$ cat src/hw/rtl/ffpa_ram.sv
// Generic single-write, single-read synchronous RAM, registered read.
// No dependencies.
module ffpa_ram #(
    parameter int WIDTH = 64,
    parameter int DEPTH = 16,
    localparam int AW = (DEPTH > 1) ? $clog2(DEPTH) : 1
) (
    input  logic             clk,
    input  logic             we,
    input  logic [AW-1:0]    waddr,
    input  logic [WIDTH-1:0] wdata,
    input  logic             re,
    input  logic [AW-1:0]    raddr,
    output logic [WIDTH-1:0] rdata
);

    logic [WIDTH-1:0] mem [DEPTH];

    always_ff @(posedge clk)
    begin
        if (we)
        begin
            mem[waddr] <= wdata;
        end
        if (re)
        begin
            rdata <= mem[raddr];
        end
    end

endmodule

$ cat config.mk
export PLATFORM = sky130hd
export DESIGN_NAME = ffpa_ram
export DESIGN_NICKNAME = d
export VERILOG_FILES = /design/src/hw/rtl/ffpa_ram.sv
export SDC_FILE = /design/constraint.sdc
export NUM_CORES = 1
export LEC_CHECK = 0
export ABC_AREA = 1
export BUFFER_PORTS_ARGS = -buffer_cell sky130_fd_sc_hd__buf_4
export CAP_MARGIN = 25
export CORE_MARGIN = 5
export CORE_UTILIZATION = 25
export DETAILED_ROUTE_END_ITERATION = 10
export PLACE_DENSITY = 0.38
export SYNTH_ARGS = -nofsm -noshare
export SYNTH_HDL_FRONTEND = slang
export SYNTH_SLANG_ARGS = --single-unit
$ cat constraint.sdc
create_clock -name clk -period 11.49 [get_ports clk]
set_clock_uncertainty 0.05 [all_clocks]
set_input_delay 1.149 -clock clk [delete_from_list [all_inputs] [get_ports clk]]
set_output_delay 1.149 -clock clk [all_outputs]
set_load 0.005 [all_outputs]
==> flow_summary.yaml <==
synth:
  avgSynthCellArea_um2: 10.9
  ys_types: 14
  synthCells: 4210
  syn-cell-area_mm2: 0.0459
  ys_top_cells_by_area: "edfxtp_1, nand2_1, nand3_1"
  syn_nets: 4285
  synth_area_leader_cell: "edfxtp_1"
  synth_top_area_share_pct: 71.1
  ys_ff_latch: 1088
  yosysSeqAreaShare_pct: 71.1
  yosysWarningCount: 0
hold_path:
  hold-path-cell-count: 6
  hold_end: "rdata[3]"
  worstHoldStart: "mem[7][3]"
  hold_path.class: "reg2reg"
worst_setup_path:
  timing.setup.critical_path_class: "in2reg"
  r2r.worst_path.cells: 6
  regToRegEndpoint: "rdata[17]"
  endpoint_kind: "register"
  rr_startpoint: "mem[12][17]"
  arrival_ns: 4.77
  crit_required_ns: 12.03
  cp_max_fo: 78
  startpoint_type: "input pin"
  ff2ff_setup_slack_ns: 10.17
  critPathSlowestCell: "buf_4"
  cp_slowest_stage_delay_ns: 0.82
  crit_chain: "buf_8 > buf_4 > buf_4 > buf_4 > nand3_1 > nand3_1 > nand3_1 > nand2_1"
run:
  maxCapViolCount: 0
routing:
  ant_nets: 0
  firstDrtPassIters: 5
  drc_errors: 0
  vias_per_cell: 4.15
  wirelength_um: 137000
  avgRoutedWirePerCell_um: 20.0
  first_iter_violations: 1947
  num_vias: 28600
finish:
  area_delta_synth_final_pct: 15.5
  multi_input_comb_area_mm2: 0.00911
  n_fill_cell: 18900
  ff_latch_area_mm2: 0.0327
  layout_common_cells: "nand2_1, edfxtp_1, inv_1"
  layout.nets: 4387
  layout_commonest_cell: "nand2_1"
  final_core_util_pct: 29.0
  drive_gt1_share_pct: 8.31
power_and_ir_drop:
  peakVddDrop_mv: 0.128
  power_density_mw_per_mm2: 164
  p_leak_nw: 21.7
placement:
  place.gp.congestion: 0.694
  io_buffers: 138
  place_hpwl_um: 65300
clock_network:
  cts_buffers: 121
  cts_tree: "done"
  clk_pin_slew_worst_paths_ns: 0.06
  cts.sinks: 1088
  hold_buffers: 0
  root_buffer: "clkbuf_16"
  cts_resized: 0
  ctsLongestPathBuffers: 3
  htree_levels: 3
  cts_setup_buffers: 0
  clock_latency_ns: 0.73
timing:
  setup_tns_ns: 0
  worst_pin_slew_ns: 1.45
  fmax_ghz: 0.237
  maxSlewHeadroom_pct: 3.55
  final.period_utilization_pct: 36.7
  fin_crit_ns: 4.22
  slew_viol_final: 0
  hold_violations: 0
  setup_viol: 0
  grt_setup_unrepaired: "no"
die:
  ios: 139
  start_util_pct: 25.1
  die_w_um: 439
  row_count: 157
  die_h_um: 439
  core_area_mm2: 0.183
  die_area_mm2: 0.192
grt:
  grt_pass1_wl_um: 201000
  grt_start_max_net_pins: 361
  grt_antenna_before_repair: 11
  grt_overflow: 0
  grt_pass1_vias: 28500
  grt_use_total_pct: 14.1
run_status:
  status: "finished, final reports clean"
-- per-layer routing --
metal | routed length, um | share of wire (%) | track usage [%]
met5 | 27 | 0.020 | 0
met4 | 2240 | 1.6 | 3.27
met3 | 5080 | 3.7 | 2.24
met2 | 65800 | 48 | 23.8
met1 | 64200 | 47 | 19.1
-- how the worst max path moves through the flow --
stage | start | endpoint | slack [ns]
after floorplan | waddr[2] | mem[10][0] | 6.91
after global placement | raddr[1] | rdata[39] | 6.55
after detailed placement | raddr[1] | rdata[48] | 6.54
after CTS | raddr[1] | rdata[42] | 7.33
after global routing | raddr[1] | rdata[48] | 7.09
final | raddr[1] | rdata[42] | 7.27
-- cells by family after synthesis --
family	synth area share, %
simple gates	19.6
flops	71.1
buf+inv	9.28
-- area by class of cell --
cell class	count	share of cell area, %
sequential	1088	61.6
multi-input combinational	2137	17.2
clock buffer	161	6.07
tap	2464	5.81
inverter	774	5.55
timing repair buffer	190	2.87
clock inverter	64	0.917
antenna	5	0.0236
-- where the power goes --
group,internal [mW],switching [mW]
clock network,2.09,1.60
registers,4.47,0.0288
logic,0.148,0.382
-- Yosys cell counts --
cell type and n:
nor2_1 17, nand2_1 1349, buf_2 116, inv_2 2
buf_8 1, inv_1 771, buf_4 16, buf_6 46
nand3b_1 2, nand3_1 769, clkbuf_1 21, edfxtp_1 1088
inv_6 1, buf_1 11
-- state kept, by name (all words and copies together) (netlist names) --
name   count
rdata     64
mem     1024
-- stage by stage --
step	total power [mW]	setup slack [ns]	hold WS (ns)	area, um2	cells
after floorplan	4.88	6.91	0.633	45900	4210
after global placement	5.13	6.55	0.663	49300	6650
after detailed placement	5.13	6.54	0.665	49300	6652
after CTS	8.88	7.33	0.588	53000	6877
after global routing	9.09	7.09	0.637	53000	6880
final	8.72	7.27	0.662	53100	6883
-- worst max-delay path, delay by kind of cell --
kind                   cells  cell delay (ns)
buffers and inverters      4             2.91
and+or+nand+nor            4             0.45
(Power assumes the default switching activity.)
