<file path="config.mk">
export PLATFORM = sky130hd
export DESIGN_NAME = ffpa_page_check
export DESIGN_NICKNAME = d
export VERILOG_FILES = /design/src/hw/rtl/ffpa_pkg.sv /design/src/hw/rtl/ffpa_page_check.sv
export SDC_FILE = /design/constraint.sdc
export NUM_CORES = 1
export LEC_CHECK = 0
export BUFFER_PORTS_ARGS = -buffer_cell sky130_fd_sc_hd__buf_2
export CORE_AREA = 2 2 199 201
export DETAILED_ROUTE_END_ITERATION = 16
export DIE_AREA = 0 0 201 203
export PLACE_DENSITY = 0.67
export SLEW_MARGIN = 20
export SYNTH_ARGS = -nofsm -noshare
export SYNTH_HDL_FRONTEND = slang
export SYNTH_SLANG_ARGS = --single-unit
</file>
<file path="constraint.sdc">
create_clock -name vclk -period 12.4
set_clock_uncertainty 0.1 [all_clocks]
set_input_delay 2.48 -clock vclk [all_inputs]
set_output_delay 2.48 -clock vclk [all_outputs]
set_load 0.02 [all_outputs]
</file>
<file path="src/hw/rtl/ffpa_pkg.sv">
// Shared types and constants of the first-fit page allocator.
// No dependencies.
package ffpa_pkg;

    localparam int ADDR_W     = 64;
    localparam int PAGE_SHIFT = 12;
    localparam int PPN_W      = ADDR_W - PAGE_SHIFT;
    localparam int KIND_W     = 32;
    localparam int INFO_W     = 32;
    localparam int STATUS_W   = 3;
    localparam int PIU_W      = 7;
    localparam int CFG_IDX_W  = 3;

    localparam logic [ADDR_W-1:0] PAGE_BYTES = 64'h0000_0000_0000_1000;
    localparam logic [ADDR_W-1:0] PAGE_MASK  = 64'hFFFF_FFFF_FFFF_F000;
    localparam logic [ADDR_W-1:0] LOW_LIMIT  = 64'h0000_0000_0010_0000;
    localparam logic [KIND_W-1:0] KIND_USABLE = 32'd1;

    localparam logic OP_LOAD  = 1'b0;
    localparam logic OP_ALLOC = 1'b1;

    localparam logic [STATUS_W-1:0] ST_STORED  = 3'd0;
    localparam logic [STATUS_W-1:0] ST_IGNORED = 3'd1;
    localparam logic [STATUS_W-1:0] ST_FULL    = 3'd2;
    localparam logic [STATUS_W-1:0] ST_ALLOC   = 3'd3;
    localparam logic [STATUS_W-1:0] ST_NOPAGE  = 3'd4;

    localparam logic [CFG_IDX_W-1:0] REG_KRN_BASE  = 3'd0;
    localparam logic [CFG_IDX_W-1:0] REG_KRN_LIMIT = 3'd1;
    localparam logic [CFG_IDX_W-1:0] REG_STK_BASE  = 3'd2;
    localparam logic [CFG_IDX_W-1:0] REG_STK_LIMIT = 3'd3;
    localparam logic [CFG_IDX_W-1:0] REG_INFO_BASE = 3'd4;
    localparam logic [CFG_IDX_W-1:0] REG_INFO_SIZE = 3'd5;

    typedef struct packed {
        logic [ADDR_W-1:0] krn_base;
        logic [ADDR_W-1:0] krn_limit;
        logic [ADDR_W-1:0] stk_base;
        logic [ADDR_W-1:0] stk_limit;
        logic [INFO_W-1:0] info_base;
        logic [INFO_W:0]   info_end;
    } cfg_t;

    typedef enum logic [1:0] {
        CHK_SCAN = 2'd0,
        CHK_MOVE = 2'd1,
        CHK_SKIP = 2'd2
    } chk_act_t;

    typedef struct packed {
        chk_act_t          action;
        logic [ADDR_W-1:0] next_page;
    } chk_t;

endpackage

</file>
<file path="src/hw/rtl/ffpa_page_check.sv">
// One step of the candidate page test: range end, low memory and the
// three protected regions. Depends on ffpa_pkg.
module ffpa_page_check import ffpa_pkg::*; (
    input  logic [ADDR_W-1:0] page,
    input  logic [ADDR_W-1:0] top,
    input  cfg_t              cfg,
    output chk_t              chk
);

    function automatic logic [ADDR_W-1:0] ceil_page(input logic [ADDR_W-1:0] x);
        logic [PPN_W-1:0] ppn;
        ppn = x[ADDR_W-1:PAGE_SHIFT] + PPN_W'(|x[PAGE_SHIFT-1:0]);
        return {ppn, {PAGE_SHIFT{1'b0}}};
    endfunction

    function automatic logic ceil_ovf(input logic [ADDR_W-1:0] x);
        return (&x[ADDR_W-1:PAGE_SHIFT]) && (|x[PAGE_SHIFT-1:0]);
    endfunction

    logic [ADDR_W-1:0] page_end;
    logic [ADDR_W-1:0] info_lo;
    logic [ADDR_W-1:0] info_hi;

    assign page_end = page + PAGE_BYTES;
    assign info_lo  = {{(ADDR_W-INFO_W){1'b0}}, cfg.info_base};
    assign info_hi  = {{(ADDR_W-INFO_W-1){1'b0}}, cfg.info_end};

    always_comb
    begin
        chk.action    = CHK_SCAN;
        chk.next_page = page;
        // zero page, past range top, or last page of the address space
        if (page == '0 || page >= top || (&page[ADDR_W-1:PAGE_SHIFT]))
        begin
            chk.action = CHK_SKIP;
        end
        else if (page < LOW_LIMIT)
        begin
            chk.action    = CHK_MOVE;
            chk.next_page = LOW_LIMIT;
        end
        else if (page < cfg.krn_limit && cfg.krn_base < page_end)
        begin
            chk.action    = ceil_ovf(cfg.krn_limit) ? CHK_SKIP : CHK_MOVE;
            chk.next_page = ceil_page(cfg.krn_limit);
        end
        else if (page < cfg.stk_limit && cfg.stk_base < page_end)
        begin
            chk.action    = ceil_ovf(cfg.stk_limit) ? CHK_SKIP : CHK_MOVE;
            chk.next_page = ceil_page(cfg.stk_limit);
        end
        else if (page < info_hi && info_lo < page_end)
        begin
            chk.action    = CHK_MOVE;
            chk.next_page = ceil_page(info_hi);
        end
    end

endmodule

</file>
==> results.toml <==
[run_status]
outcome = "finished, final reports clean"

[finish]
regArea_sq_um = 0
syn_to_final_growth_pct = 17.7
fillCellCount = 3962
multi_input_area_sq_um = 14400
nets = 3498
final_cells = 3192
layout_common_cells = "buf_2, ha_1, inv_1"
nClkBuffers = 0
utilization = 0.489
mostFrequentLayoutCell = "buf_2"
layout-drive-gt1-share = 0.223
design.seq.count = 0

[place]
dp_slack_ns = 1.73
io_buffers = 515
dp_hpwl_mm = 64.0
place.gp.congestion = 1.03
dp.cells = 3186

[timing]
setup_viol = 0
finalWorstSetupSlack_ns = 1.47
setup_tns_ns = 0
whs_ns = 5.33
fin_crit_ns = 10.93
max_slew_margin = 0.331
max_freq_ghz = 0.0915
finalCritPeriodShare = 0.881
rsz0062_at_grt = "no"
drv_slew = 0
max_slew.worst_pin.slew_ns = 0.993
final-hold-violation-count = 0

[routing]
wire_per_inst_um = 23.1
via_per_inst = 6.14
wl_mm = 73.8
num_vias = 19600
drt_iter0_markers = 1656
first_pass_iters = 6
drc_errors = 0
antenna_left = 0

[yosys]
syn_inst = 2216
synthDistinctLibCells = 91
synth_area_per_cell_sq_um = 7.21
synth_top_area_share = 0.297
yosysWarnings = 0
synth.area.top_cells = "ha_1, xnor2_1, inv_1"
synth_top_area_cell = "ha_1"
netlist_area_sq_um = 16000
synth_seq_area_share = 0
syn_nets = 3044

[global_route]
grt_max_degree = 64
antenna_found_initial = 7
track_usage = 0.342
grt_overflow = 0
grt_pass1_wl_mm = 110
grt_pass1_vias = 19200

[worst_setup_path]
worstSetupStartpointType = "input port"
critPathKind = "in2out"
crit_path_end_kind = "output pin"
cp_max_fo = 38
arrival_ns = 8.35
cp.required_ns = 9.82

[power]
seqPwrFrac = 0
power.switching_mw = 0.497
p_int_mw = 0.297
pwr-share-clk = 0
ir_drop_mv = 0.0345
combPwrFrac = 1.000
powerDensity_nw_per_um2 = 42.3
p_sw_frac = 0.626
leakage_nw = 9.39

[worst_hold_path]
hold_class = "in2out"
hold_depth = 4

[floorplan]
die_w_um = 201
initial_core_util = 0.415
dieArea_sq_um = 40800
io_pins = 515
die_h_um = 203
rows = 72
coreArea_sq_um = 38500

[job]
maxCapViolations = 0

[clock_network]
cts_hold_buf = 0
cts_setup_buffers = 0
cts-resized-gates = 0
## stage by stage
| step | cell area [sq um] | total power, mW |
|---|---|---|
| 2_1_floorplan | 16000 | 0.490 |
| 3_3_place_gp | 18800 | 0.759 |
| 3_5_place_dp | 18800 | 0.776 |
| 4_1_cts | 18800 | 0.780 |
| 5_1_grt | 18800 | 0.861 |
| 6_report | 18800 | 0.795 |
## metal layers
layer,global-route usage,share of wire,wire length (um)
met5,0,0.00018,13
met4,0.127,0.042,3080
met3,0.0441,0.083,6130
met2,0.577,0.45,33300
met1,0.444,0.42,31300
## area by class of cell
class / count / area share
Inverter: 276 / 0.0551
Antenna cell: 6 / 0.000798
Tap cell: 518 / 0.0345
Timing Repair Buffer: 532 / 0.145
Multi-Input combinational cell: 1860 / 0.765
## cell families (layout without fill, tap and decap cells)
| group | count (synthesis) | after routing | synth area share |
|---|---|---|---|
| AOI/OAI and AO/OA | 489 | 489 | 0.216 |
| adders and majority gates | 381 | 381 | 0.298 |
| buffers and inverters | 356 | 808 | 0.101 |
| xor gates and xnor gates | 181 | 181 | 0.100 |
| muxes | 30 | 30 | 0.0192 |
| and+or+nand+nor | 779 | 779 | 0.265 |
| other | 0 | 6 | 0 |
## power groups by stage
stage / Sequential (mW) / Clock, mW / Combinational (mW)
2_1_floorplan: 0 / 0 / 0.490
3_3_place_gp: 0 / 0 / 0.759
3_5_place_dp: 0 / 0 / 0.776
4_1_cts: 0 / 0 / 0.780
5_1_grt: 0 / 0.0000000648 / 0.861
6_report: 0 / 0.0000000648 / 0.795
## Yosys cell counts, types with 12 or more instances
library cell	count
a211o_1	25
a211oi_1	24
a21o_1	71
a21oi_1	140
a31oi_1	16
and3_1	29
and4_1	19
buf_2	21
buf_4	15
buf_6	22
clkbuf_1	12
ha_1	379
inv_1	274
mux2i_1	25
nand2_1	154
nand3_1	121
nand4_1	109
nor2_1	112
nor2b_1	19
nor3_1	68
nor4_1	62
o2111ai_1	14
o211ai_1	13
o21a_1	13
o21ai_0	71
o221ai_2	20
or4_1	20
xnor2_1	156
xor2_1	24
## critical path, cell delays in order
cell and delay [ns]:
buf_2 0.26, and3_1 0.36, nand4_1 0.22, nor4_1 0.77, nand4_1 0.20, xnor2_1 0.29, ha_1 0.32, a2111oi_0 0.44
o21ai_0 0.15, a21oi_1 0.13, a21oi_1 0.09, a211oi_1 0.34, o41ai_2 0.15, o21a_1 0.28, nor3_4 0.17, buf_4 0.28
buf_4 0.46, or2_4 0.50, o221ai_1 0.20, buf_2 0.19
## worst paths after layout
path                      from      end  slack [ns]
worst max-delay path  page[26]  chk[63]        1.47
worst min-delay path   page[0]   chk[0]        5.33
(Power assumes the default switching activity.)
