$ cat config.mk
export PLATFORM = sky130hd
export DESIGN_NAME = ffpa_cfg
export DESIGN_NICKNAME = d
export VERILOG_FILES = /design/src/hw/rtl/ffpa_pkg.sv /design/src/hw/rtl/ffpa_cfg.sv
export SDC_FILE = /design/constraint.sdc
export NUM_CORES = 1
export LEC_CHECK = 0
export ABC_AREA = 1
export BUFFER_PORTS_ARGS = -buffer_cell sky130_fd_sc_hd__buf_2
export CORE_MARGIN = 3
export CORE_UTILIZATION = 30
export CTS_CLUSTER_DIAMETER = 120
export DETAILED_ROUTE_END_ITERATION = 7
export REMOVE_ABC_BUFFERS = 1
export SLEW_MARGIN = 20
export SYNTH_ARGS = -nofsm -noshare
export SYNTH_HDL_FRONTEND = slang
export SYNTH_SLANG_ARGS = --single-unit
export TNS_END_PERCENT = 1
$ cat constraint.sdc
create_clock -name clk -period 2.2 [get_ports clk]
set_clock_uncertainty 0.1 [all_clocks]
set_input_delay 0.33 -clock clk [delete_from_list [all_inputs] [get_ports clk]]
set_output_delay 0.33 -clock clk [all_outputs]
set_load 0.005 [all_outputs]
$ cat src/hw/rtl/ffpa_pkg.sv
// Shared types and constants of the first-fit page allocator.
// No dependencies.
package ffpa_pkg;

    localparam int ADDR_W     = 64;
    localparam int PAGE_SHIFT = 12;
    localparam int PPN_W      = ADDR_W - PAGE_SHIFT;
    localparam int KIND_W     = 32;
    localparam int INFO_W     = 32;
    localparam int STATUS_W   = 3;
    localparam int PIU_W      = 7;
    localparam int CFG_IDX_W  = 3;

    localparam logic [ADDR_W-1:0] PAGE_BYTES = 64'h0000_0000_0000_1000;
    localparam logic [ADDR_W-1:0] PAGE_MASK  = 64'hFFFF_FFFF_FFFF_F000;
    localparam logic [ADDR_W-1:0] LOW_LIMIT  = 64'h0000_0000_0010_0000;
    localparam logic [KIND_W-1:0] KIND_USABLE = 32'd1;

    localparam logic OP_LOAD  = 1'b0;
    localparam logic OP_ALLOC = 1'b1;

    localparam logic [STATUS_W-1:0] ST_STORED  = 3'd0;
    localparam logic [STATUS_W-1:0] ST_IGNORED = 3'd1;
    localparam logic [STATUS_W-1:0] ST_FULL    = 3'd2;
    localparam logic [STATUS_W-1:0] ST_ALLOC   = 3'd3;
    localparam logic [STATUS_W-1:0] ST_NOPAGE  = 3'd4;

    localparam logic [CFG_IDX_W-1:0] REG_KRN_BASE  = 3'd0;
    localparam logic [CFG_IDX_W-1:0] REG_KRN_LIMIT = 3'd1;
    localparam logic [CFG_IDX_W-1:0] REG_STK_BASE  = 3'd2;
    localparam logic [CFG_IDX_W-1:0] REG_STK_LIMIT = 3'd3;
    localparam logic [CFG_IDX_W-1:0] REG_INFO_BASE = 3'd4;
    localparam logic [CFG_IDX_W-1:0] REG_INFO_SIZE = 3'd5;

    typedef struct packed {
        logic [ADDR_W-1:0] krn_base;
        logic [ADDR_W-1:0] krn_limit;
        logic [ADDR_W-1:0] stk_base;
        logic [ADDR_W-1:0] stk_limit;
        logic [INFO_W-1:0] info_base;
        logic [INFO_W:0]   info_end;
    } cfg_t;

    typedef enum logic [1:0] {
        CHK_SCAN = 2'd0,
        CHK_MOVE = 2'd1,
        CHK_SKIP = 2'd2
    } chk_act_t;

    typedef struct packed {
        chk_act_t          action;
        logic [ADDR_W-1:0] next_page;
    } chk_t;

endpackage

$ cat src/hw/rtl/ffpa_cfg.sv
// Protected-region configuration registers of the page allocator.
// Depends on ffpa_pkg.
module ffpa_cfg import ffpa_pkg::*; (
    input  logic                 clk,
    input  logic                 rst_n,
    input  logic                 cfg_write,
    input  logic [CFG_IDX_W-1:0] cfg_index,
    input  logic [ADDR_W-1:0]    cfg_data,
    output cfg_t                 cfg
);

    logic [ADDR_W-1:0] krn_base_reg;
    logic [ADDR_W-1:0] krn_limit_reg;
    logic [ADDR_W-1:0] stk_base_reg;
    logic [ADDR_W-1:0] stk_limit_reg;
    logic [INFO_W-1:0] info_base_reg;
    logic [INFO_W-1:0] info_size_reg;

    always_ff @(posedge clk or negedge rst_n)
    begin
        if (!rst_n)
        begin
            krn_base_reg  <= '0;
            krn_limit_reg <= '0;
            stk_base_reg  <= '0;
            stk_limit_reg <= '0;
            info_base_reg <= '0;
            info_size_reg <= '0;
        end
        else if (cfg_write)
        begin
            unique case (cfg_index)
                REG_KRN_BASE:  krn_base_reg  <= cfg_data;
                REG_KRN_LIMIT: krn_limit_reg <= cfg_data;
                REG_STK_BASE:  stk_base_reg  <= cfg_data;
                REG_STK_LIMIT: stk_limit_reg <= cfg_data;
                REG_INFO_BASE: info_base_reg <= cfg_data[INFO_W-1:0];
                REG_INFO_SIZE: info_size_reg <= cfg_data[INFO_W-1:0];
                default: ;
            endcase
        end
    end

    always_comb
    begin
        cfg.krn_base  = krn_base_reg;
        cfg.krn_limit = krn_limit_reg;
        cfg.stk_base  = stk_base_reg;
        cfg.stk_limit = stk_limit_reg;
        cfg.info_base = info_base_reg;
        // info region end never wraps: one extra bit
        cfg.info_end  = {1'b0, info_base_reg} + {1'b0, info_size_reg};
    end

endmodule

==> impl_metrics.yaml <==
run_status:
  status: "finished, violations left"
  failed_checks: "negative setup slack"
global_routing:
  grt_max_degree: 129
  grt_usage_pct: 17.6
  grt_pass1_vias: 12500
  antenna_found_initial: 2
  grt_pass1_wl_um: 68000
  globalRouteOverflowTotal: 0
synth:
  synthAdderAreaFrac_pct: 3.04
  ys_seq_area_share_pct: 58.0
  netlist-cell-type-count: 25
  synth_top_family_by_area: "simple AND/OR/NAND/NOR gates"
  synthSimpleGateAreaFrac_pct: 18.3
  synth_area_per_cell_um2: 8.58
  yosysWarnings: 0
  synth_compound_area_share_pct: 12.5
  synth_mux_area_share_pct: 0
  syn_area_um2: 13800
  synth-seq-cells: 320
  synthCells: 1610
  synth_xor_area_share_pct: 0.952
placement:
  portBuffers: 390
  pre_cts_slack_ns: -0.118
  gp_congestion: 0.855
  dp.final_hpwl_um: 31100
  dpl_cell_area_um2: 17000
floorplanning:
  core-area_um2: 44800
  boundaryPins: 391
  fp.dieW_um: 221
  dieArea_um2: 48600
  initial_core_util_pct: 30.8
  dieHeight_um: 221
  rows: 77
clocking:
  numCtsBuffers: 37
  path_clk_slew_ns: 0.06
  htree_levels: 2
  worst_skew_pair.late_latency_ns: 0.54
  cts_sinks: 320
  root_buffer: "clkbuf_16"
  cts_buffer_depth: 3
  cts_tree: "built"
detailed_routing:
  postRouteAntennaNets: 0
  routedWlPerCell_um: 15.8
  routed_wl_um: 43200
  vias_per_cell: 4.48
  drt_iter0_drc: 736
  vias: 12200
  firstDrtPassIters: 5
  drcViolationCount: 0
sta:
  finalCriticalPeriod_ns: 2.73
  worst_pin_slew_ns: 0.681
  maxClockFrequency_mhz: 366
  grt_setup_unrepaired: "yes"
  setup_violations: 32
  fin_crit_sh_pct: 124
  slew_headroom_pct: 54.6
  finalHoldViolations: 0
  setup_ws_ns: -0.534
  report.final.slew_viol_count: 0
setup_path:
  crit_required_ns: 1.77
  arrival_ns: 2.30
  crit_type: "flop to primary output"
  crit_path_end_kind: "primary output"
  startpoint_type: "flop"
  reg2reg_depth: 5
  cp_max_fo: 4
finish:
  stdcell_area_um2: 19400
  fillers: 4389
  areaGrowthSynthToFinish_pct: 40.3
  layout-drive-gt1-share_pct: 31.9
  nets: 2211
power_and_ir_drop:
  p_leak_nw: 10.6
  ir_drop_mv: 0.593
  power.density_nw_per_um2: 1030
flow_run:
  max-cap-violations: 0
hold_path:
  hp-class: "input port to flop"
  hold_path_depth: 3
cell families after synthesis:
group           after synthesis
compound gates              344
xor+xnor                     15
fa+ha+maj                    33
buf+inv                     252
flops                       320
simple gates                646
final timing paths:
path	from	to	slack, ns
setup / recovery	info_base_reg[0]	cfg[16]	-0.53
setup reg to reg	info_base_reg[0]	info_base_reg[0]	1.10
hold / removal	cfg_data[31]	krn_base_reg[31]	0.03
max in group asynchronous	rst_n	stk_base_reg[28]	1.03
min in group asynchronous	rst_n	stk_limit_reg[41]	0.24
hold reg to reg	stk_limit_reg[27]	stk_limit_reg[27]	0.38
synthesized netlist by cell type:
library cell | n | area share [%]
fa_1 | 1 | 0.14
nand3_2 | 2 | 0.14
nand2_2 | 7 | 0.32
buf_2 | 43 | 1.6
nand4_1 | 3 | 0.14
clkbuf_1 | 25 | 0.68
ha_1 | 32 | 2.9
inv_2 | 7 | 0.19
o21ai_0 | 229 | 8.3
or2_1 | 1 | 0.045
xnor2_1 | 1 | 0.063
nor3_1 | 5 | 0.18
inv_1 | 177 | 4.8
xor2_1 | 14 | 0.89
a21o_1 | 1 | 0.054
o21ai_1 | 92 | 3.3
nor2_2 | 3 | 0.14
nand3b_1 | 1 | 0.054
nor2_1 | 39 | 1.1
nand3_1 | 29 | 1.1
dfrtp_1 | 320 | 58
and3_1 | 1 | 0.045
nand2_1 | 555 | 15
o21bai_1 | 1 | 0.054
a21oi_1 | 21 | 0.76
final cells by class:
cell class,instances,area (µm²),share of cell area [%]
Multi-Input combinational cell,1038,5460,28.2
Antenna cell,3,7.51,0.0388
Tap cell,592,741,3.82
Sequential cell,320,8010,41.4
Clock buffer,60,1130,5.86
Clock inverter,8,97.6,0.504
Inverter,184,691,3.57
Timing Repair Buffer,527,3230,16.7
through the flow:
stage	power [mW]	hold WS [ns]	cells	TNS [ns]	utilization, %
3_5_place_dp	13.1	0.217	2613	-0.656	38.0
3_3_place_gp	13.0	0.211	2613	-0.585	38.0
2_1_floorplan	10.1	-0.0656	1542	-207.29	-
4_1_cts	19.7	0.00151	2721	-16.12	42.1
6_report	20.0	0.0309	2732	-13.27	43.2
5_1_grt	21.4	0.0349	2731	-17.23	43.2
cells in the final DEF, fill, tap and decap left out, types with 4 or more instances in the layout:
cell,synthesis,routed
nand2_4,0,10
clkbuf_1,25,13
nand2_1,555,510
a21oi_2,0,13
ha_4,0,22
o21ai_1,92,92
xor2_2,0,6
nor3_2,0,4
a21oi_1,21,8
dfrtp_1,320,317
buf_2,43,383
nor2_2,3,11
o21ai_0,229,229
nand2_2,7,42
clkinv_2,0,4
inv_1,177,176
ha_1,32,6
nor2_1,39,29
clkbuf_16,0,39
buf_6,0,4
dlygate4sd3_1,0,37
inv_2,7,8
clkbuf_8,0,8
xor2_1,14,8
nand3_1,29,22
nand3_2,2,7
buf_12,0,9
buf_4,0,93
ha_2,0,4
layer usage:
layer / wire [µm] / track usage [%]
met1: 18300 / 21.9
met5: 0 / 0
met4: 963 / 4.80
met2: 20600 / 29.5
met3: 3380 / 5.62
critical path, cell delays in order (launching register included):
cell	delay (ns)
dfrtp_1	0.38
ha_2	0.20
fa_2	0.37
nand3_2	0.08
nand3_2	0.07
nand2_2	0.08
nand2_4	0.07
nand2_1	0.06
nand3b_1	0.08
xor2_1	0.21
buf_2	0.16
power breakdown:
part | internal, mW | total, mW | switching, mW
Combinational | 2.82 | 6.06 | 3.25
Sequential | 7.00 | 7.71 | 0.713
Clock | 3.77 | 6.22 | 2.45
what timing repair did:
action | CTS | global route
setup endpoints to repair | 32 | 32
gates cloned | 0 | 0
endpoints found under the hold margin | 149 | 0
resized for setup | 23 | 111
pin swaps | 9 | 26
setup buffers | 3 | 8
hold buffers | 37 | 0
Power figures use the tool's default switching activity.
